===== config.mk =====
export PLATFORM = sky130hd
export DESIGN_NAME = vtyp_deg
export DESIGN_NICKNAME = d
export VERILOG_FILES = /design/src/sv/vtyp_pkg.sv /design/src/sv/vtyp_deg.sv
export SDC_FILE = /design/constraint.sdc
export NUM_CORES = 1
export LEC_CHECK = 0
export ABC_AREA = 1
export BUFFER_PORTS_ARGS = -buffer_cell sky130_fd_sc_hd__buf_2
export CORE_MARGIN = 2
export CORE_UTILIZATION = 30
export DETAILED_ROUTE_END_ITERATION = 8
export MAX_ROUTING_LAYER = met4
export SLEW_MARGIN = 10
export SYNTH_ARGS = -nofsm -noshare
export SYNTH_HDL_FRONTEND = slang
export SYNTH_SLANG_ARGS = --single-unit

===== constraint.sdc =====
create_clock -name vclk -period 2.2
set_input_delay 0.22 -clock vclk [all_inputs]
set_output_delay 0.22 -clock vclk [all_outputs]
set_load 0.01 [all_outputs]

===== src/sv/vtyp_pkg.sv =====
`timescale 1ns / 1ps

package vtyp_pkg;

    localparam int FRAC_BITS_DEF    = 16;
    localparam int CORDIC_ITERS_DEF = 24;
    localparam int TABLE_FRAC       = 24;

    // CORDIC x/y datapath: 32-bit input plus gain growth and rotation headroom
    localparam int DATA_W = 36;
    localparam int COMP_W = 32;
    localparam int DEG_W  = 9;

    localparam logic [DEG_W-1:0] DEG_0   = 9'd0;
    localparam logic [DEG_W-1:0] DEG_90  = 9'd90;
    localparam logic [DEG_W-1:0] DEG_270 = 9'd270;
    localparam logic [DEG_W-1:0] DEG_360 = 9'd360;

    localparam longint ATAN_Q24 [32] = '{
        754974720, 445687602, 235489088, 119537938, 60000934, 30029717,
        15018523, 7509720, 3754917, 1877466, 938734, 469367, 234684, 117342,
        58671, 29335, 14668, 7334, 3667, 1833, 917, 458, 229, 115, 57, 29,
        14, 7, 4, 2, 1, 0
    };

    localparam longint INV_GAIN_Q24 = 10188014;

    // Q24 to frac fraction bits, round half up
    function automatic longint from_q24(longint v, int frac);
        int s;
        s = TABLE_FRAC - frac;
        if (s == 0)
        begin
            return v;
        end
        return (v + (longint'(1) <<< (s - 1))) >>> s;
    endfunction

    function automatic longint atan_step(int i, int frac);
        return from_q24(ATAN_Q24[i % 32], frac);
    endfunction

endpackage


===== src/sv/vtyp_deg.sv =====
`timescale 1ns / 1ps

module vtyp_deg #(
    parameter int AW           = vtyp_pkg::FRAC_BITS_DEF + 10,
    parameter int FRAC_BITS    = vtyp_pkg::FRAC_BITS_DEF,
    parameter int CORDIC_ITERS = vtyp_pkg::CORDIC_ITERS_DEF
) (
    input  logic signed [AW-1:0]              ang,
    output logic [vtyp_pkg::DEG_W-1:0]        deg
);
    import vtyp_pkg::*;

    logic          neg;
    logic [AW-1:0] mag;
    logic [AW:0]   sum;
    logic [AW:0]   whole;
    logic [DEG_W-1:0] d;

    // bias by iteration count absorbs residual error
    always_comb
    begin
        neg   = ang[AW-1];
        mag   = neg ? AW'(-ang) : AW'(ang);
        sum   = {1'b0, mag} + (AW+1)'(CORDIC_ITERS);
        whole = sum >> FRAC_BITS;
        d     = whole[DEG_W-1:0];
        if (neg && (d != DEG_0))
        begin
            deg = DEG_360 - d;
        end
        else
        begin
            deg = d;
        end
    end

endmodule


## Yosys cells after proc, flatten, opt, wreduce, memory -nomap -nowiden

Cells that the tools add are included.

| word-level totals | value |
|---|---|
| bits of input ports | 26 |
| bits in registers | 0 |
| word-level logic and storage cells | 7 |
| output and inout port bits | 9 |

| operators by class | value |
|---|---|
| $add $sub $neg | 3 |
| multiplexer cells | 2 |
| reductions and logical operators | 2 |

Operators with widths:

| kind | count |
|---|---|
| adder 25 x 5 -> 25 bit (second input constant) | 1 |
| 2-to-1 mux 25 bit | 1 |
| negator 25 bit | 1 |
| 2-to-1 mux 9 bit | 1 |
| nonzero test 9 bit | 1 |
| subtractor 9 bit (first input constant) | 1 |
| logical AND 1 bit | 1 |

## Logic depth before layout (Yosys ltp)

Gate-level depths: netlist (run 1).

| logic depth | value |
|---|---|
| word-level depth | 6 |
| depth in mapped cells | 23 |

## Least setup slack after synthesis (run 1)

No wires, ideal clock.

| path | value |
|---|---|
| path type | input port to output port |
| from | input ang[7] |
| to | output deg[8] (netlist bit) |
| arrival | 2.118 ns |
| path slack | -0.138 ns |
| data required time | 1.980 ns |
| cell stages on the path | 22 |
| cells stage by stage | nor2_1 nand2_2 nor2_1 nand2_1 nand2_1 nand2_1 nand2_2 nand2_2 inv_2 nand2_2 nor2_4 nand3_1 nand2_1 inv_1 ha_1 nand3_1 nand2_1 nand3_1 nand2_1 nand3_1 nand2_1 nand2_1 |

| between the ends | value |
|---|---|
| word-level cells in the longest chain between the ends | 6 |
| elaborated cells on any way between the ends | 7 |
| classes of those cells | add/sub (3); mux (2); reduce/logical (2) |

Ends and longest elaborated chain:

| item | line | text |
|---|---|---|
| start, declared | vtyp_deg.sv:8 | `input logic signed [AW-1:0] ang,` |
| negator 25 bit | vtyp_deg.sv:23 | `mag = neg ? AW'(-ang) : AW'(ang);` |
| 2-to-1 mux 25 bit * | vtyp_deg.sv:23 |  |
| adder 25 x 5 -> 25 bit * | vtyp_deg.sv:24 | `sum = {1'b0, mag} + (AW+1)'(CORDIC_ITERS);` |
| branches (longest 2 deep; another with subtractor 9 bit) | -- |  |
| 2-to-1 mux 9 bit * | vtyp_deg.sv:27 | `if (neg && (d != DEG_0))` |
| end, declared | vtyp_deg.sv:9 | `output logic [vtyp_pkg::DEG_W-1:0] deg` |

Mark *: on every way between the ends.

## Worst setup path in the final report (run 1)

| path | value |
|---|---|
| from | input ang[1] |
| to | output deg[8] (netlist bit) |

Same word-level chain as after synthesis.

==> flow_summary.yaml, run 1 <==
critical_path:
  cp_common_cell: "nand2_2"
  cp-startpoint: "ang[1]"
  crit_required_ns: 1.98
  cp-start-kind: "input port"
  cpPeakStageDelay_ns: 0.23
  worst-endpoint-arrival_ns: 2.45
  cp-end-kind: "primary output"
  worstSetupPathType: "input port to primary output"
  cp_slowest_cell: "nand4_1"
  crit_fanout: 5
  path_cells: "buf_6 -> nor2_4 -> nand2_4 -> nor2_4 -> nand2_2 -> nand2_2 -> nand2_2 -> nand2_4 -> nand4_1 -> nor2_4 -> nand4_4 -> buf_4 -> buf_4 -> nand2_2 -> o21ai_0 -> nand2_1 -> nand3_1 -> nand2_1 -> nand2_2 -> buf_2"
cells_and_area:
  n_antenna_cell: 0
  regArea_um2: 0
  layout.nets: 568
  nClkBuffers: 0
  syn_to_final_growth_pct: 86.2
  drive_gt1_share_pct: 54.0
  fill_cells: 600
  seq_cell_count: 0
  post-route-util_pct: 56.8
sta:
  fin_crit_sh_pct: 121
  tightestPinTransition_ns: 0.240
  setup_ws_ns: -0.469
  fmax_mhz: 375
  report.final.setup_viol: 8
  fin_setup_tns_ns: -3.55
  max-slew-margin-rel_pct: 83.9
  drv_slew: 0
  rsz0062_at_grt: "true"
  hold_viol_final: 0
  period_minus_slack_ns: 2.67
floorplan:
  rows: 29
  ios: 35
  start_util_pct: 30.5
  dieArea_um2: 7040
  die_y_um: 83.9
  die_w_um: 83.9
  core_area_um2: 6280
grt:
  antenna_found_initial: 0
  grt_max_degree: 22
  grt_pass1_wl_um: 11100
  grt_overflow_total: 0
  first_global_vias: 2600
  grt_use_total_pct: 18.6
synthesis:
  synth_fa_ha_area_share_pct: 0.653
  synth_xor_area_share_pct: 1.83
  synth_top_area_cell: "nand2_1"
  synthCells: 404
  synthDistinctLibCells: 25
  synth_top_area_share_pct: 30.4
  synthesis.area_um2: 1920
  yosysMostFrequentCell: "nand2_1"
  yosys_warnings: 0
  synth_top_family_by_area: "simple AND/OR/NAND/NOR gates"
  yosysSeqAreaShare_pct: 0
  netlist_top_cells_area: "nand2_1 30%, nand3_1 14%, inv_1 9.6%"
  synth-simple-area-share_pct: 82.0
  syn_area_per_cell_um2: 4.74
  netlist_top_cells_count: "155 x nand2_1, 54 x nand3_1, 49 x inv_1"
  muxShareOfSynthArea_pct: 0
  synth_compound_area_share_pct: 2.61
  syn-num-nets: 431
hold_path:
  min_from: "ang[24]"
  hold_path_class: "input port to primary output"
  hold_path_depth: 9
route:
  first_pass_iters: 4
  ant_nets: 0
  first_iter_violations: 106
  route.detailed.drc: 0
  viasPerCell: 4.73
  num_vias: 2915
  drt-wirelength-per-cell_um: 11.3
  postRouteWirelength_um: 6940
status:
  status: "finished with violations"
  violations: "negative setup slack"
placed_design:
  port_buffers: 35
  routabilityCongestion: 0.878
  dp_worst_setup_slack_ns: -0.510
  place_hpwl_um: 5400
pwr:
  power.ir.vdd_worst_uv: 111
  p_leak_nw: 1.86
  powerDensity_nw_per_um2: 198
flow_run:
  maxCapViolCount: 0
## report_power, final
part           total [mW]  switching [mW]  internal [mW]
logic               0.708           0.384          0.323
clock network           0               0              0
registers               0               0              0
total               0.708           0.384          0.323
## routing by layer
metal  share of wire [%]  GRT usage, %  up-vias
met5                   0             -        -
met4                 1.2          2.35        0
met3                 2.6         0.495        9
met2                  55          35.4       51
met1                  42          22.4     1310
li1                    -             -     1545
## critical path, delay by kind of cell
family / cells / cell delay (ns)
AOI/OAI and AO/OA: 1 / 0.08
buffers and inverters: 4 / 0.50
and+or+nand+nor: 15 / 1.63
## placed cells by master, fill, tap and decap left out, types with 9 or more instances in the layout
| master | Yosys | final |
|---|---|---|
| nand3_1 | 54 | 47 |
| inv_2 | 9 | 9 |
| buf_6 | 0 | 22 |
| nand4_1 | 15 | 15 |
| nor2_1 | 45 | 22 |
| nor2_4 | 6 | 27 |
| buf_4 | 2 | 97 |
| nor2_2 | 12 | 14 |
| nand3_2 | 4 | 9 |
| nand2_4 | 5 | 15 |
| nand2_1 | 155 | 106 |
| buf_2 | 3 | 19 |
| inv_1 | 49 | 46 |
| nand2_2 | 23 | 60 |
## per-stage QoR
step / cells / hold slack (ns) / power (mW) / cell area (µm²)
final: 616 / 1.10 / 0.708 / 3570
after detailed placement: 596 / 1.02 / 0.553 / 2870
after floorplan: 404 / 0.765 / 0.312 / 1990
after global placement: 596 / 1.02 / 0.543 / 2870
after global routing: 616 / 1.17 / 0.777 / 3570
after CTS: 609 / 1.11 / 0.642 / 3250
## final cells by class
cell class,count,area (µm²),area share (%)
Multi-Input combinational cell,341,2150,60.2
Inverter,58,230,6.45
Tap cell,77,96.3,2.70
Timing Repair Buffer,140,1090,30.7
## cells by family after synthesis
logic type	after synthesis
AO/OA/AOI/OAI	9
XOR/XNOR	4
adder cells (fa/ha/maj)	1
buffers and inverters	63
AND/OR/NAND/NOR	327
## timing repair
action / in CTS / in global routing
pin swaps: 54 / 40
resized for setup: 78 / 69
hold buffers: 0 / 0
setup endpoints to repair: 8 / 8
setup buffers: 13 / 7
## path summary, 6_finish.rpt
check | endpoint | slack [ns]
worst max-delay path | deg[8] | -0.47
worst min-delay path | deg[8] | 1.10
No activity file was read; power rests on OpenSTA's default activity.
==> run 2: changes to the inputs <==
CELL_PAD_IN_SITES_DETAIL_PLACEMENT = 1   (was not set)
CELL_PAD_IN_SITES_GLOBAL_PLACEMENT = 1   (was not set)
CORE_UTILIZATION = 25   (was 30)
PLACE_DENSITY_LB_ADDON = 0.1   (was not set)
SETUP_SLACK_MARGIN = 0.15   (was not set)
==> run 2 against run 1 <==
Against the previous run:
- the flow still finishes with violations (negative setup slack)
- via count up 6.2%
- power up 11%
- utilization down 5.5 points
- setup slack worse by 0.11 ns
- critical path type unchanged
- largest power group unchanged
==> flow_summary.yaml, run 2 (same netlist as run 1, synthesis figures left out) <==
route:
  first_pass_iters: 4
  num_vias: 3095
  drt-wirelength-per-cell_um: 14.1
  viasPerCell: 4.71
  postRouteWirelength_um: 9250
  ant_nets: 0
  first_iter_violations: 74
  route.detailed.drc: 0
cells_and_area:
  drive_gt1_share_pct: 56.3
  final_common_cell: "buf_4"
  final_cell_mix: "115 x buf_4, 100 x nand2_1, 60 x nand2_2"
  n_antenna_cell: 0
  multi_input_area_um2: 2170
  post-route-util_pct: 51.4
  fill_cells: 1014
  stdcell_count: 657
  seq_cell_count: 0
  nClkBuffers: 0
  layout.nets: 587
  regArea_um2: 0
  syn_to_final_growth_pct: 96.6
placed_design:
  routabilityCongestion: 0.916
  dpl.cell_count: 628
  place_hpwl_um: 7170
  dp_worst_setup_slack_ns: -0.714
  port_buffers: 35
grt:
  grt_use_total_pct: 21.4
  first_global_vias: 3164
  grt_pass1_wl_um: 14500
  antenna_found_initial: 0
  grt_max_degree: 17
  grt_overflow_total: 0
sta:
  hold_viol_final: 0
  whs_ns: 1.08
  fmax_mhz: 360
  report.final.setup_viol: 9
  tightestPinTransition_ns: 0.264
  fin_crit_sh_pct: 126
  period_minus_slack_ns: 2.78
  max-slew-margin-rel_pct: 82.4
  rsz0062_at_grt: "true"
  drv_slew: 0
  setup_ws_ns: -0.577
critical_path:
  worstSetupPathType: "input port to primary output"
  cpPeakStageDelay_ns: 0.22
  cp_slowest_cell: "nor3_4"
  worst-endpoint-arrival_ns: 2.56
  path_cells: "buf_8 -> nor2_4 -> nand2_4 -> nand2_1 -> nand3_1 -> nand2_2 -> nand2_2 -> nor3_4 -> nand3_1 -> nand2_1 -> nand2_2 -> inv_2 -> ha_4 -> nand3_2 -> nand2_4 -> nand3_1 -> nand2_1 -> nand3_1 -> nand2_1 -> nand2_2 -> buf_6"
  cp-end-kind: "primary output"
  crit_required_ns: 1.98
  crit_fanout: 5
  cp-start-kind: "input port"
floorplan:
  ios: 35
  die_y_um: 91.5
  rows: 31
  die_w_um: 91.5
  dieArea_um2: 8380
  core_area_um2: 7330
  start_util_pct: 26.1
pwr:
  power_mw: 0.787
  powerDensity_nw_per_um2: 209
  p_leak_nw: 1.97
  power.ir.vdd_worst_uv: 75.3
status:
  violations: "negative setup slack"
  status: "finished with violations"
flow_run:
  maxCapViolCount: 0
hold_path:
  hold_path_class: "input port to primary output"
[run 2: cell types whose count changed in the layout (fill, tap and decap cells not counted), moves of 2 or more]
cell,change
nand2_4,+7
nand3_1,+2
nor2_1,+2
buf_4,+18
nand3_2,-2
buf_6,-3
inv_6,-2
o21ai_2,-2
inv_2,+2
nand2_1,-6
nor2_4,-2
[run 2: layer usage]
metal,GRT usage (%),part of all wire (%),up-vias
li1,-,-,1578
met1,25.9,42,1426
met2,39.6,52,63
met3,0.498,2.0,28
met4,4.17,4.1,0
met5,-,0,-
[run 2: worst paths after layout]
check | start | depth (start not counted) | end | slack [ns]
worst min-delay path | ang[24] | 7 | deg[8] | 1.08
worst max-delay path | ang[1] | 21 | deg[8] | -0.58
[run 2: critical path: cells and delay by family]
family	cells	cell delay [ns]
AND/OR/NAND/NOR	17	1.89
buffers and inverters	3	0.29
adder cells (fa/ha/maj)	1	0.16
[run 2: power by group]
group / total [mW] / switching [mW] / internal (mW)
clock: 0 / 0 / 0
combinational: 0.787 / 0.430 / 0.357
sequential: 0 / 0 / 0
total: 0.787 / 0.430 / 0.357
[run 2: repair_timing]
item / in CTS / in global routing
setup buffers: 17 / 12
pin swaps: 52 / 52
endpoints found under the setup margin: 9 / 9
resized for setup: 79 / 72
hold buffers: 0 / 0
[run 2: layout make-up]
class              instances  share of cell area, %
inverters                 58                   6.05
multi-input cells        341                   57.7
well taps                 99                   3.29
repair buffers           159                   33.0
[run 2: metrics by stage]
stage,instance area (µm²),TNS [ns]
after floorplan,1990,-0.286
after global placement,2980,-4.53
after detailed placement,2980,-5.38
after CTS,3410,-3.46
after global routing,3770,-5.79
final,3770,-4.19
