**config.mk**
```make
export PLATFORM = sky130hd
export DESIGN_NAME = vtyp_gain
export DESIGN_NICKNAME = d
export VERILOG_FILES = /design/src/sv/vtyp_pkg.sv /design/src/sv/vtyp_gain.sv
export SDC_FILE = /design/constraint.sdc
export NUM_CORES = 1
export LEC_CHECK = 0
export BUFFER_PORTS_ARGS = -buffer_cell sky130_fd_sc_hd__buf_2
export CAP_MARGIN = 20
export CORE_MARGIN = 2
export CORE_UTILIZATION = 31
export CTS_CLUSTER_DIAMETER = 100
export DETAILED_ROUTE_END_ITERATION = 10
export MAX_ROUTING_LAYER = met4
export RECOVER_POWER = 100
export SLEW_MARGIN = 10
export SYNTH_ARGS = -nofsm -noshare
export SYNTH_HDL_FRONTEND = slang
export SYNTH_SLANG_ARGS = --single-unit
```
**constraint.sdc**
```tcl
create_clock -name clk -period 2.2 [get_ports clk]
set_input_delay 0.44 -clock clk [delete_from_list [all_inputs] [get_ports clk]]
set_output_delay 0.44 -clock clk [all_outputs]
set_load 0.1 [all_outputs]
```
**src/sv/vtyp_pkg.sv**
```systemverilog
`timescale 1ns / 1ps

package vtyp_pkg;

    localparam int FRAC_BITS_DEF    = 16;
    localparam int CORDIC_ITERS_DEF = 24;
    localparam int TABLE_FRAC       = 24;

    // CORDIC x/y datapath: 32-bit input plus gain growth and rotation headroom
    localparam int DATA_W = 36;
    localparam int COMP_W = 32;
    localparam int DEG_W  = 9;

    localparam logic [DEG_W-1:0] DEG_0   = 9'd0;
    localparam logic [DEG_W-1:0] DEG_90  = 9'd90;
    localparam logic [DEG_W-1:0] DEG_270 = 9'd270;
    localparam logic [DEG_W-1:0] DEG_360 = 9'd360;

    localparam longint ATAN_Q24 [32] = '{
        754974720, 445687602, 235489088, 119537938, 60000934, 30029717,
        15018523, 7509720, 3754917, 1877466, 938734, 469367, 234684, 117342,
        58671, 29335, 14668, 7334, 3667, 1833, 917, 458, 229, 115, 57, 29,
        14, 7, 4, 2, 1, 0
    };

    localparam longint INV_GAIN_Q24 = 10188014;

    // Q24 to frac fraction bits, round half up
    function automatic longint from_q24(longint v, int frac);
        int s;
        s = TABLE_FRAC - frac;
        if (s == 0)
        begin
            return v;
        end
        return (v + (longint'(1) <<< (s - 1))) >>> s;
    endfunction

    function automatic longint atan_step(int i, int frac);
        return from_q24(ATAN_Q24[i % 32], frac);
    endfunction

endpackage

```
**src/sv/vtyp_gain.sv**
```systemverilog
`timescale 1ns / 1ps

module vtyp_gain #(
    parameter int DW        = vtyp_pkg::DATA_W,
    parameter int SW        = 1,
    parameter int FRAC_BITS = vtyp_pkg::FRAC_BITS_DEF
) (
    input  logic                 clk,
    input  logic                 rst_n,
    input  logic                 en,
    input  logic                 in_valid,
    input  logic signed [DW-1:0] in_x,
    input  logic        [SW-1:0] in_side,
    output logic                 out_valid,
    output logic signed [DW-1:0] out_len,
    output logic        [SW-1:0] out_side
);
    import vtyp_pkg::*;

    localparam int GW = FRAC_BITS + 1;
    localparam int PW = DW + GW;
    localparam logic signed [GW-1:0] GAIN = GW'(from_q24(INV_GAIN_Q24, FRAC_BITS));
    localparam logic signed [PW-1:0] HALF = PW'(1) <<< (FRAC_BITS - 1);

    logic                 v1_reg, v2_reg;
    logic signed [PW-1:0] prod_reg, prod_next;
    logic        [SW-1:0] side1_reg, side2_reg;
    logic signed [PW-1:0] rnd, shifted;
    logic signed [DW-1:0] len_reg, len_next;

    always_comb
    begin
        prod_next = in_x * GAIN;
        rnd       = prod_reg + HALF;
        shifted   = rnd >>> FRAC_BITS;
        len_next  = shifted[DW-1:0];
    end

    always_ff @(posedge clk or negedge rst_n)
    begin
        if (!rst_n)
        begin
            v1_reg <= 1'b0;
            v2_reg <= 1'b0;
        end
        else if (en)
        begin
            v1_reg <= in_valid;
            v2_reg <= v1_reg;
        end
    end

    always_ff @(posedge clk)
    begin
        if (en)
        begin
            prod_reg  <= prod_next;
            side1_reg <= in_side;
            len_reg   <= len_next;
            side2_reg <= side1_reg;
        end
    end

    assign out_valid = v2_reg;
    assign out_len   = len_reg;
    assign out_side  = side2_reg;

endmodule

```
# Word-level counts from Yosys, hierarchy flattened
# Cells that the tools add are included.
# word_totals
regBits	92
in_bits	41
output_inout_bits	38
word_cells	8
# op_classes
addsub	1
mul	1
# op_table
operator	n
adder 52 x 17 -> 52 bit (second input constant)	1
multiplier 36 x 17 -> 52 bit (second input constant)	1

# Longest topological paths before layout
# Gate-level depths: netlist of run 1.
# logic_depth
ltp_word	1
mapped_depth	23
ltp_nobuf	23

# Worst setup path after synthesis of run 1
# Ideal clock, no wire load.
# synth_timing
path_type	input to register
start	input port in_x[15]
end	register prod_reg[39], data pin
setup_time_ps	265
arrival_ps	5223
required_ps	1935
setup_slack_ps	-3288
cell_stages	21
path_buffers	1
path_cell_list	ha_1 inv_1 fa_1 fa_1 inv_1 fa_1 fa_1 inv_1 fa_1 inv_1 ha_1 buf_2 a21oi_1 o211ai_1 o22ai_1 nor2_1 a221o_1 a21oi_2 o211a_1 nor2_1 xor2_1
# synth_via
elab_chain_cells	1
# synth_rtl
element	line	text
from (decl)	vtyp_gain.sv:12	input logic signed [DW-1:0] in_x,
multiplier 36 x 17 -> 52 bit	vtyp_gain.sv:33	prod_next = in_x * GAIN;
named net prod_next[39]	vtyp_gain.sv:26	logic signed [PW-1:0] prod_reg, prod_next;
to (signal assigned)	vtyp_gain.sv:57	prod_reg <= prod_next;
to (decl)	vtyp_gain.sv:26	
# The timed path passes the listed nets, and every way through them passes these cells.
# A chain may end at the register's enable or synchronous reset.

# Final worst setup path of run 1
# layout_timing
start	input port in_x[13]
end	register prod_reg[34], data pin
# Same word-level chain as after synthesis.

==> results.txt, run 1 <==
The run finished, with violations left. The final reports fail on capacitance limit, slew limit, setup timing. Counting along the longest clock path gives a buffer depth of 2. Measured against its own limit, the worst slew margin works out to -16.7%. The max-cap violation count was 1; the clock sink count was 77. After the last flow step, the layout net total stands at 2355. Dividing the detail-routed via count by the number of cells gives 4.36. The run gives 0 as the DRC violation count after routing. Number of H-tree levels: 3.

The largest individual stage delay along the critical path comes from the cell sky130_fd_sc_hd__fa_2. The final-layout fill cell count is 4395. Of the post-synthesis cell area, the dominant cell type holds 37.0%.

The global-route wire length before repair was 60300 um; the largest net degree at the start of global routing was 52. The placed wire-length estimate after detailed placement came out at 32300 um. TritonCTS built the clock tree.

The routed design has 36900 um of wire. Setup repair after global routing could not meet its margin everywhere. Of the available clock period, the critical path in the final layout requires 242%.

The cell occurring most often along the worst timing path is sky130_fd_sc_hd__fa_1. The cell family contributing the most delay on the critical path is adder cells. The mean area per synthesized cell was 10.6 um2.

The area growth from synthesis to layout is 36.2%. The number of nets handed over by synthesis was 1938. The global placer's final weighted congestion is 0.866. For the number of hold-slack violations in the final timing report, the log shows 0. The floorplan core area was 46800 um2; the data arrival at the endpoint of the critical path was 5.42 ns. The final max-slew violation count came out at 27. In the synthesized netlist the dominant register cell turns out to be sky130_fd_sc_hd__edfxtp_1. The most instantiated library cell after synthesis was sky130_fd_sc_hd__inv_1. The commonest cells after synthesis are sky130_fd_sc_hd__inv_1 (399), sky130_fd_sc_hd__fa_1 (273), sky130_fd_sc_hd__ha_1 (238), sky130_fd_sc_hd__edfxtp_1 (75), sky130_fd_sc_hd__a21oi_1 (54). Once the floorplan was initialized, standard cells occupied 31.6% of the core. The total die area came out at 49400 um2. The startpoint kind of the worst setup timing path is an input pin.

Pre-CTS setup slack: -3.66 ns. The worst hold path belongs to the class in -> reg. The count of nets left with antenna violations once routing finished came out at 0. The die is 222 um wide. Global routing finished with a remaining overflow of 0. The worst setup slack after layout came out at -3.13 ns. Summing all multi-input logic gate instances after layout gives 12100 um2.

Across every metal layer, demand over resource in global routing totals 15.8%. Registers take 2300 um2. The signal on the critical path passes through buf_12, ha_4, inv_4, fa_2, fa_2, inv_2, fa_1, fa_1, fa_1, ha_4, a21oi_4, buf_6, buf_6, nand2_2, a21o_1, a21oi_2, nor3_2, a211oi_2, buf_4, o21ai_4, nand2b_1, nand2_1, xor2_1. The number of buffers and inverters on the critical path is 6. Yosys printed 0 warnings. Yosys attributes the largest share of cell area to sky130_fd_sc_hd__fa_1 (37%), sky130_fd_sc_hd__ha_1 (20%), sky130_fd_sc_hd__edfxtp_1 (15%), sky130_fd_sc_hd__inv_1 (10%), sky130_fd_sc_hd__xnor2_1 (2.7%). The maximum operating frequency was 0.188 GHz. Initial antenna violation count: 0. Number of I/O port buffers: 78. Counting I/O delays and the setup requirement, the final critical path takes 5.33 ns. Actual slew at the worst max-slew pin: 1.75 ns. In this run, distinct cell masters in the synthesized netlist total 55.

Across the routed clock network, the largest skew measured is 0.0112 ns. After clock tree synthesis, the clock-pin slew on the worst setup and hold paths is 0.07 ns. Total CTS buffers: 9.

The biggest area consumer among synthesized cells is sky130_fd_sc_hd__fa_1. Counting every instance in the synthesized netlist gives 1386. The mapped cell area is 14800 um2, and the share of async-settable or async-resettable flops after synthesis is 2.60%.

At the worst endpoint, the required time is 2.29 ns. The flip-flop count of the largest register, all copies and words added was 37; the fraction of final layout cells with drive strength greater than 1 was 33.9%. Peak fanout along the critical path: 6. Critical path capture point type: a flip-flop.

For the number of optimization iterations in the first detailed-route pass, the log shows 4. The largest incremental delay on the critical path is 0.58 ns. Across all layers, the routed design uses 10523 vias. For the number of global-route vias before repair, the log shows 11932. CTS placed an instance of sky130_fd_sc_hd__clkbuf_16 at the clock tree root. The share of the Yosys chip area taken by registers is 15.6%. Dividing the detail-routed wire length by the instance count gives 15.3 um.

The tools report the total number of placement rows as 79. The clock latency of the later-clocked register in the worst-skew pair was 0.34 ns. For this block, the initial DRC count from the detailed router was 332. The total setup violations reported at the end of the flow is 40. After synthesis the netlist holds a flip-flop and latch count of 77. The tools report the antenna diode count as 0. The total I/O pin count was 79; the count of flip-flops with a built-in enable after synthesis was 75. Type of the worst setup path: in -> reg. From bottom edge to top edge, the die measures 222 um.
-- kinds of logic after synthesis --
kind of cell | Yosys count | share of synthesized area, %
adders and majority gates | 511 | 57.2
and+or+nand+nor | 168 | 5.85
AOI/OAI and AO/OA | 141 | 6.09
xor gates and xnor gates | 79 | 4.69
muxes | 2 | 0.153
DFF | 77 | 15.6
buffers and inverters | 408 | 10.4
-- final cells by class --
cell class	count	share of cell area, %
Tap cell	607	3.78
Clock inverter	5	0.293
Inverter	399	7.48
Multi-Input combinational cell	901	60.0
Sequential cell	77	11.5
Timing Repair Buffer	415	15.8
Clock buffer	11	1.21
-- per-layer routing --
metal,track usage (%),share of wire [%]
met5,-,0
met4,3.81,2.3
met3,1.52,2.0
met2,27.5,50
met1,19.8,46
-- placed cells by master, fill, tap and decap left out, types with 32 or more instances in the layout --
cell / Yosys / final
sky130_fd_sc_hd__a21oi_1: 54 / 32
sky130_fd_sc_hd__buf_4: 0 / 310
sky130_fd_sc_hd__edfxtp_1: 75 / 75
sky130_fd_sc_hd__xnor2_1: 46 / 38
sky130_fd_sc_hd__clkbuf_2: 0 / 37
sky130_fd_sc_hd__nand2_1: 44 / 36
sky130_fd_sc_hd__fa_1: 273 / 257
sky130_fd_sc_hd__ha_4: 0 / 47
sky130_fd_sc_hd__ha_1: 238 / 183
sky130_fd_sc_hd__nor2_1: 38 / 32
sky130_fd_sc_hd__inv_1: 399 / 378
-- final timing paths --
path                                   start      endpoint  slack [ns]  cells after the start
worst max-delay path                in_x[13]  prod_reg[34]       -3.13                     23
max in group asynchronous              rst_n     out_valid        1.65                      2
worst min register to register     side1_reg      out_side        0.42                      0
worst max register to register  prod_reg[18]   out_len[33]       -0.07                      9
worst min-delay path                 in_side     side1_reg        0.28                      1
min in group asynchronous              rst_n        v1_reg        0.42                      2
-- what timing repair did --
action,in CTS,in global routing
pin swaps,70,92
setup endpoints to repair,39,48
hold buffers,1,0
setup buffers,27,21
hold endpoints to repair,2,0
resized for setup,124,113
gates cloned,0,0
-- stage by stage --
step / hold slack (ns) / std cells / util, % / instance area (um2) / setup TNS, ns
after floorplan: 0.144 / 1386 / - / 15100 / -101.34
after global placement: 0.225 / 2357 / 39.4 / 18400 / -120.63
after detailed placement: 0.228 / 2357 / 39.4 / 18400 / -122.49
after CTS: 0.256 / 2399 / 41.7 / 19500 / -106.61
after global routing: 0.258 / 2415 / 43.0 / 20100 / -113.23
final: 0.282 / 2415 / 43.0 / 20100 / -106.23
Power of run 1 is not shown: default switching activity piles up to over one toggle a cycle in this logic, so the estimate is an artifact.
==> run 2: changes to the inputs <==
- ABC_AREA: unset -> 1
==> run 2 against run 1 <==
Against the previous run:
- the run ends with setup timing left
- core utilization increased by 2.8 points
- synthesized cell count increased by 32%
- sequential share of layout area decreased by 1.7 points
- critical path type unchanged
- highest routed layer unchanged
==> results.txt, run 2 <==
Worst setup slack for register-to-register paths: 0.04 ns (+0.11 ns). The number of optimization iterations in the first detailed-route pass is 5 (+1), and the routed wire length is 46700 um (+27%). Global-route wire length before repair: 74700 um (+24%). In this run the critical register-to-register path is captured at out_len[30]. The cell count after synthesis was 1823 (+32%). Share of the clock period used by the worst path: 219% (-23 points). The number of H-tree levels came out at 3 (unchanged). The data arrival at the endpoint of the critical path is 4.88 ns (-0.54 ns).

The checks that failed: setup timing. The largest incremental delay on the critical path was 0.64 ns (+0.06 ns); the total grt overflow was 0 (unchanged). The largest net degree at the start of global routing is 80 (+54%), and the number of I/O port buffers is 78 (unchanged).

The area share of the leading cell type in the synthesized netlist is 33.9% (-3.2 points). The most common cell in the synthesized netlist is sky130_fd_sc_hd__inv_1. Global placer's final weighted congestion: 0.935 (+8.0%).

The ratio of routed vias to standard cells came out at 4.46 (+2.4%). The maximum number of buffers from clock root to sink is 2 (unchanged), and the number of buffers and inverters on the critical path is 4 (-2). The number of synthesized register bits came out at 77 (unchanged). The leading cell type in the layout, fill and taps excluded was sky130_fd_sc_hd__inv_1. For the number of global-route vias before repair, the log shows 14094 (+18%). Ranked by total cell area, the synthesized netlist is headed by sky130_fd_sc_hd__fa_1 (34%), sky130_fd_sc_hd__ha_1 (18%), sky130_fd_sc_hd__edfxtp_1 (14%), sky130_fd_sc_hd__inv_1 (12%), sky130_fd_sc_hd__nand2_1 (7.3%).

The clock-pin slew on the worst setup and hold paths works out to 0.06 ns (about the same). On the critical path the largest part of the delay comes from adder cells. Of all cell types, the one taking the most synthesized area is sky130_fd_sc_hd__fa_1.

Library cell contributing the largest single delay on the critical path: sky130_fd_sc_hd__fa_2. The DRC violation count after routing came out at 0 (unchanged). The clock skew came out at 0.00924 ns (-0.00194 ns). The run gives 79 (unchanged) as the total I/O pin count. The run finished, with violations left. The antenna diode count was 0 (unchanged); the mean area per synthesized cell was 8.85 um2 (-17%).

The remaining max-slew budget at the tightest pin came out at 22.4% (+39 points). The placed wire-length estimate after detailed placement was 41300 um (+28%). The mapped cell area is 16100 um2 (+9.3%). The tools report the total die area as 53900 um2 (+9.2%). The worst hold path terminates at side1_reg.

The logs give 0 (unchanged) for the number of nets with antenna violations after detailed routing and 2.26 ns (-0.03 ns) for the data required time of the worst path. The minimum period implied by the final worst setup slack is 4.82 ns (-0.515 ns), and the area growth from synthesis to layout is 45.9%. For the final max-slew violation count, the log shows 0 (-100%). The actual slew at the worst max-slew pin works out to 1.17 ns (-0.582 ns). For the worst setup slack after layout, the log shows -2.62 ns (+0.515 ns). The tightest min-delay check is of the in -> reg type. For the total number of yosys warnings, the log shows 0 (unchanged). The number of cells in the design after placement came out at 2842 (+21%). The floorplan core area is 51400 um2 (+10%), and the flip-flop count of the largest register, all copies and words added is 37 (unchanged).

Peak fanout along the critical path: 6 (unchanged). The logic depth of the worst register-to-register path was 8 (-1). The post-synthesis sequential area ratio was 14.3% (-1.3 points); the vertical die dimension was 232 um (+4.5%).

The fraction of final layout cells with drive strength greater than 1 came out at 41.9% (+8.0 points). Horizontal extent of the die: 232 um (+4.5%). In the layout the commonest cells are sky130_fd_sc_hd__inv_1 (446), sky130_fd_sc_hd__buf_4 (266), sky130_fd_sc_hd__fa_1 (225). For the total via count in the routed design, the log shows 12971 (+23%).

For the net count of the finished layout, the log shows 2773 (+18%). The startpoint of the most critical register-to-register path was prod_reg[17]. The total CTS buffers is 9 (unchanged), and the share of async-settable or async-resettable flops after synthesis is 2.60% (unchanged).

STA classifies the critical path startpoint as an input pin. The setup path with the least slack is of type in -> reg. The tools report the number of nets produced by synthesis as 2375 (+23%). Setup repair after global routing could not meet its margin everywhere. The logs give 83 (+5.1%) for the total number of placement rows and 31.4% (-0.18 points) for the initial standard-cell utilization of the core. Violation count after the first detailed-routing iteration: 558 (+68%). For the total setup violations reported at the end of the flow, the log shows 37 (-7.5%). By count the netlist is led by sky130_fd_sc_hd__inv_1 (534), sky130_fd_sc_hd__nand2_1 (313), sky130_fd_sc_hd__fa_1 (273), sky130_fd_sc_hd__ha_1 (238), sky130_fd_sc_hd__nor2_1 (97).

For the initial antenna violation count, the log shows 1 (+1). The number of hold-slack violations in the final timing report was 0 (unchanged); the worst hold path stage count was 1 (unchanged). The most frequently used flop master after synthesis was sky130_fd_sc_hd__edfxtp_1.

The clock latency of the later-clocked register in the worst-skew pair is 0.33 ns (about the same), and the total negative slack is -92.46 ns (+13.77 ns). TritonCTS built the clock tree. For the clock sink count, the log shows 77 (unchanged).

For the pre-CTS setup slack, the log shows -3.21 ns (+0.453 ns). For the total global routing track utilization, the log shows 18.3% (+2.5 points). Filler-free cell count of the finished design: 2906 (+20%). The signal on the critical path passes through buf_4, ha_4, fa_1, fa_2, fa_2, fa_1, inv_2, fa_1, inv_2, ha_4, nand2_4, nor2_4, nand2_1, buf_4, nor3_4, nand2_4, nand4_1, nand2_2.

The final routed wire length divided by cell count is 16.1 um (+5.2%). The cell occurring most often along the worst timing path is sky130_fd_sc_hd__fa_1. Clock tree synthesis selected as its root buffer the cell sky130_fd_sc_hd__clkbuf_16.

The count of flip-flops with a built-in enable after synthesis was 75 (unchanged); the worst hold margin was 0.283 ns (+0.00154 ns). The startpoint of the most critical hold path is in_side. The max-cap violation count was 0 (-1); the maximum operating frequency was 0.208 GHz (+11%).

STA classifies the critical path endpoint as a flip-flop. For the number of distinct library cells after synthesis, the log shows 30 (-45%).
## run 2: timing repair
item,CTS,global route
resized for setup,303,278
setup endpoints to repair,37,37
buffers inserted,27,26
pin swaps,141,215
hold endpoints to repair,2,0
hold buffers,1,0
## run 2: worst reg2reg max path: stages (launching register included)
cell	delay, ns
sky130_fd_sc_hd__edfxtp_1	0.38
sky130_fd_sc_hd__nand3_1	0.14
sky130_fd_sc_hd__inv_1	0.08
sky130_fd_sc_hd__nand2_1	0.09
sky130_fd_sc_hd__nor2_1	0.16
sky130_fd_sc_hd__nand2_1	0.15
sky130_fd_sc_hd__nor3_1	0.50
sky130_fd_sc_hd__nand4_1	0.22
sky130_fd_sc_hd__xnor2_1	0.19
## run 2: area by class of cell
cell class	instances	area, um2
inverters	536	2040
well taps	680	851
fillers	4853	27900
clock buffers	10	239
repair buffers	387	3210
multi-input cells	1210	14800
flip-flops and latches	77	2300
clock inverters	6	134
## run 2: cells by family after synthesis
group                    synth area share (%)
XOR/XNOR                                 3.47
AND/OR/NAND/NOR                          13.8
buffers and inverters                    12.5
AO/OA/AOI/OAI                            3.61
flip-flops                               14.3
adder cells (fa/ha/maj)                  52.3
## run 2: stage by stage
step,util [%],instance area [um2]
6_report,45.8,23500
5_1_grt,45.8,23500
4_1_cts,43.6,22400
3_5_place_dp,40.3,20700
3_3_place_gp,40.3,20700
2_1_floorplan,-,17500
## run 2: worst max path at each step
stage                        start            to  slack [ns]  depth (start not counted)
after floorplan           in_x[25]  prod_reg[39]       -2.42                         20
final                     in_x[27]  prod_reg[51]       -2.62                         18
after global placement    in_x[28]  prod_reg[49]       -3.21                         17
after CTS                 in_x[31]  prod_reg[44]       -2.59                         21
after global routing      in_x[19]  prod_reg[44]       -2.80                         23
after detailed placement  in_x[28]  prod_reg[49]       -3.21                         17
## run 2: layer usage
metal	global-route usage (%)	routed length, um	vias to the layer above
li1	-	-	6337
met1	24.6	22300	6386
met2	30.7	22600	208
met3	1.49	1250	40
met4	2.56	601	0
met5	-	0	-
Power of run 2 is left out for the same reason.
==> run 3: changes to the inputs <==
- CTS_BUF_LIST: unset -> sky130_fd_sc_hd__clkbuf_8
==> run 3 against run 2 <==
Against the previous run:
- the run ends with capacitance limit, slew limit, setup timing left
- sequential share of layout area up 0.15 points
- clock skew up 0.0047 ns
- first-iteration DRC count down 7.5%
- sequential cell count unchanged
- routed wire length down 0.90%
- register-to-register slack about the same
- via count down 1.4%
- critical path depth up 2
- fmax about the same
- worst setup slack better by 0.0046 ns
- worst hold slack worse by 0.022 ns
==> results.txt, run 3 (synthesized netlist as in run 2, its figures left out) <==
The peak fanout along the critical path works out to 6 (unchanged). The cell family contributing the most delay on the critical path is adder cells. The run finished, with violations left. The number of I/O port buffers is 78 (unchanged). STA classifies the critical path endpoint as a flip-flop. The total via count in the routed design was 12789 (-1.4%). Path class of the lowest-slack min-delay path: in -> reg. The flip-flop count of the largest register, all copies and words added was 37 (unchanged); the total global routing track utilization was 18.3% (+0.022 points). The tools report the total setup violations reported at the end of the flow as 37 (unchanged). Number of H-tree levels: 3 (unchanged). The number of global-route vias before repair was 14123 (+0.21%); the pre-CTS setup slack was -3.21 ns (unchanged). The run gives 2 (unchanged) as the maximum number of buffers from clock root to sink. The worst register-to-register path begins at prod_reg[17].

Largest incremental delay on the critical path: 0.56 ns (-0.08 ns). For the final-layout fill cell count, the log shows 4895 (+0.87%). The logs give 41300 um (unchanged) for the placed wire-length estimate after detailed placement and 1 (unchanged) for the initial antenna violation count.

The share of the clock period used by the worst path was 219% (about the same). The type of the worst setup path was in -> reg. The net count of the finished layout is 2765 (-0.29%), and the minimum period implied by the final worst setup slack is 4.81 ns (-0.00463 ns). The global placer's final weighted congestion was 0.935 (unchanged); the ratio of routed vias to standard cells was 4.41 (-1.1%). In this run the clock root is driven by a sky130_fd_sc_hd__clkbuf_8.

The clock-pin slew on the worst setup and hold paths is 0.08 ns (+0.02 ns). The tools report the sink of the worst hold path as side1_reg. The violation count after the first detailed-routing iteration is 516 (-7.5%). The horizontal extent of the die was 232 um (unchanged); the logic depth of the worst register-to-register path was 8 (unchanged).

Leading cell type in the layout, fill and taps excluded: sky130_fd_sc_hd__inv_1. The logs give 0 (unchanged) for the number of hold-slack violations in the final timing report and 77 (unchanged) for the clock sink count. The tools report the number of nets with antenna violations after detailed routing as 0 (unchanged).

The worst register-to-register path ends at out_len[30]. The area growth from synthesis to layout was 43.7%; the total number of placement rows was 83 (unchanged). The vertical die dimension is 232 um (unchanged), and the actual slew at the worst max-slew pin is 1.84 ns (+0.676 ns). The worst setup slack after layout was -2.61 ns (+0.00463 ns); the clock skew was 0.0139 ns (+0.00469 ns). The number of buffers and inverters on the critical path came out at 6 (+2). The tools report the worst setup slack for register-to-register paths as 0.04 ns (about the same). The initial standard-cell utilization of the core was 31.4% (unchanged).

The slowest stage of the critical path is the sky130_fd_sc_hd__fa_2 cell. The final reports fail on capacitance limit, slew limit, setup timing. Fraction of final layout cells with drive strength greater than 1: 40.5% (-1.4 points). TritonCTS built the clock tree. The worst hold path stage count was 1 (unchanged); the final routed wire length divided by cell count was 16.0 um (-0.63%).

The logs give 4.91 ns (+0.03 ns) for the data arrival at the endpoint of the critical path and 75000 um (+0.39%) for the global-route wire length before repair. The critical path goes through buf_6, ha_4, inv_2, fa_2, fa_2, inv_2, fa_2, fa_1, inv_1, fa_1, inv_2, ha_4, nand2_4, buf_4, nor2_4, nand2_2, nor2_2, nand3_1, nand4_1, nand2_1. Setup repair after global routing could not meet its margin everywhere. Maximum operating frequency: 0.208 GHz (about the same).

DRC violation count after routing: 0 (unchanged). The floorplan core area was 51400 um2 (unchanged); the total grt overflow was 0 (unchanged). The worst setup path is launched from an input pin.

The max-cap violation count was 1 (+1). The routed wire length was 46300 um (-0.90%); the antenna diode count was 0 (unchanged). The total I/O pin count came out at 79 (unchanged).

The number of optimization iterations in the first detailed-route pass came out at 5 (unchanged). The final max-slew violation count was 80 (+80). The clock latency of the later-clocked register in the worst-skew pair came out at 0.35 ns (+0.02 ns).

The largest net degree at the start of global routing was 80 (unchanged); the total CTS buffers was 9 (unchanged). Leaving out fill and tap cells, the most frequent cells in the layout are sky130_fd_sc_hd__inv_1 (449), sky130_fd_sc_hd__buf_4 (256), sky130_fd_sc_hd__fa_1 (232). The total die area came out at 53900 um2 (unchanged).

The tools report the startpoint of the most critical hold path as in_side. The remaining max-slew budget at the tightest pin was -23.0% (-45 points). The data required time of the worst path is 2.30 ns (+0.04 ns).
## run 3: changes by cell type in the layout (fill, tap and decap cells not counted), moves of 4 or more
cell,before,now
sky130_fd_sc_hd__clkbuf_2,20,39
sky130_fd_sc_hd__nand2_1,167,184
sky130_fd_sc_hd__clkbuf_1,19,3
sky130_fd_sc_hd__nand2_2,100,86
sky130_fd_sc_hd__buf_4,266,256
sky130_fd_sc_hd__clkbuf_16,9,0
sky130_fd_sc_hd__clkbuf_8,1,10
sky130_fd_sc_hd__fa_1,225,232
sky130_fd_sc_hd__fa_2,48,41
sky130_fd_sc_hd__a21oi_1,19,25
sky130_fd_sc_hd__ha_1,148,152
## run 3: per-layer routing
| layer | wire, um | GRT usage [%] | vias to the layer above | part of all wire, % |
|---|---|---|---|---|
| li1 | - | - | 6309 | - |
| met1 | 22300 | 24.8 | 6289 | 48 |
| met2 | 22500 | 31.0 | 165 | 49 |
| met3 | 1060 | 1.25 | 26 | 2.3 |
| met4 | 348 | 1.96 | 0 | 0.75 |
| met5 | 0 | - | - | 0 |
## run 3: worst max path at each step
stage	from	to	slack, ns	cells past startpoint
6_report	in_x[18]	prod_reg[44]	-2.61	20
4_1_cts	in_x[20]	prod_reg[47]	-2.56	22
3_5_place_dp	in_x[28]	prod_reg[49]	-3.21	17
3_3_place_gp	in_x[28]	prod_reg[49]	-3.21	17
5_1_grt	in_x[19]	prod_reg[44]	-2.78	23
2_1_floorplan	in_x[25]	prod_reg[39]	-2.42	20
## run 3: timing repair
item / 4_1_cts / 5_1_grt
resized for setup: 305 / 219
setup buffers: 29 / 15
endpoints found under the setup margin: 37 / 37
pin swaps: 148 / 173
hold endpoints to repair: 2 / 0
hold buffers: 1 / 0
## run 3: through the flow
stage	hold slack, ns	setup TNS, ns	utilization (%)	cell area (um2)	std cells
4_1_cts	0.238	-89.97	43.5	22400	2885
5_1_grt	0.242	-97.59	45.1	23200	2898
6_report	0.261	-91.48	45.1	23200	2898
3_5_place_dp	0.232	-109.80	40.3	20700	2842
2_1_floorplan	0.144	-83.61	-	17500	1823
3_3_place_gp	0.223	-109.16	40.3	20700	2842
## run 3: final cells by class
cell class | count | area [um2] | area share, %
inverter | 536 | 2030 | 8.76
sequential | 77 | 2300 | 9.93
multi-input combinational | 1210 | 14600 | 62.8
clock inverter | 6 | 134 | 0.577
timing repair buffer | 379 | 3170 | 13.7
clock buffer | 10 | 138 | 0.594
tap | 680 | 851 | 3.67
Power of run 3 is left out for the same reason.
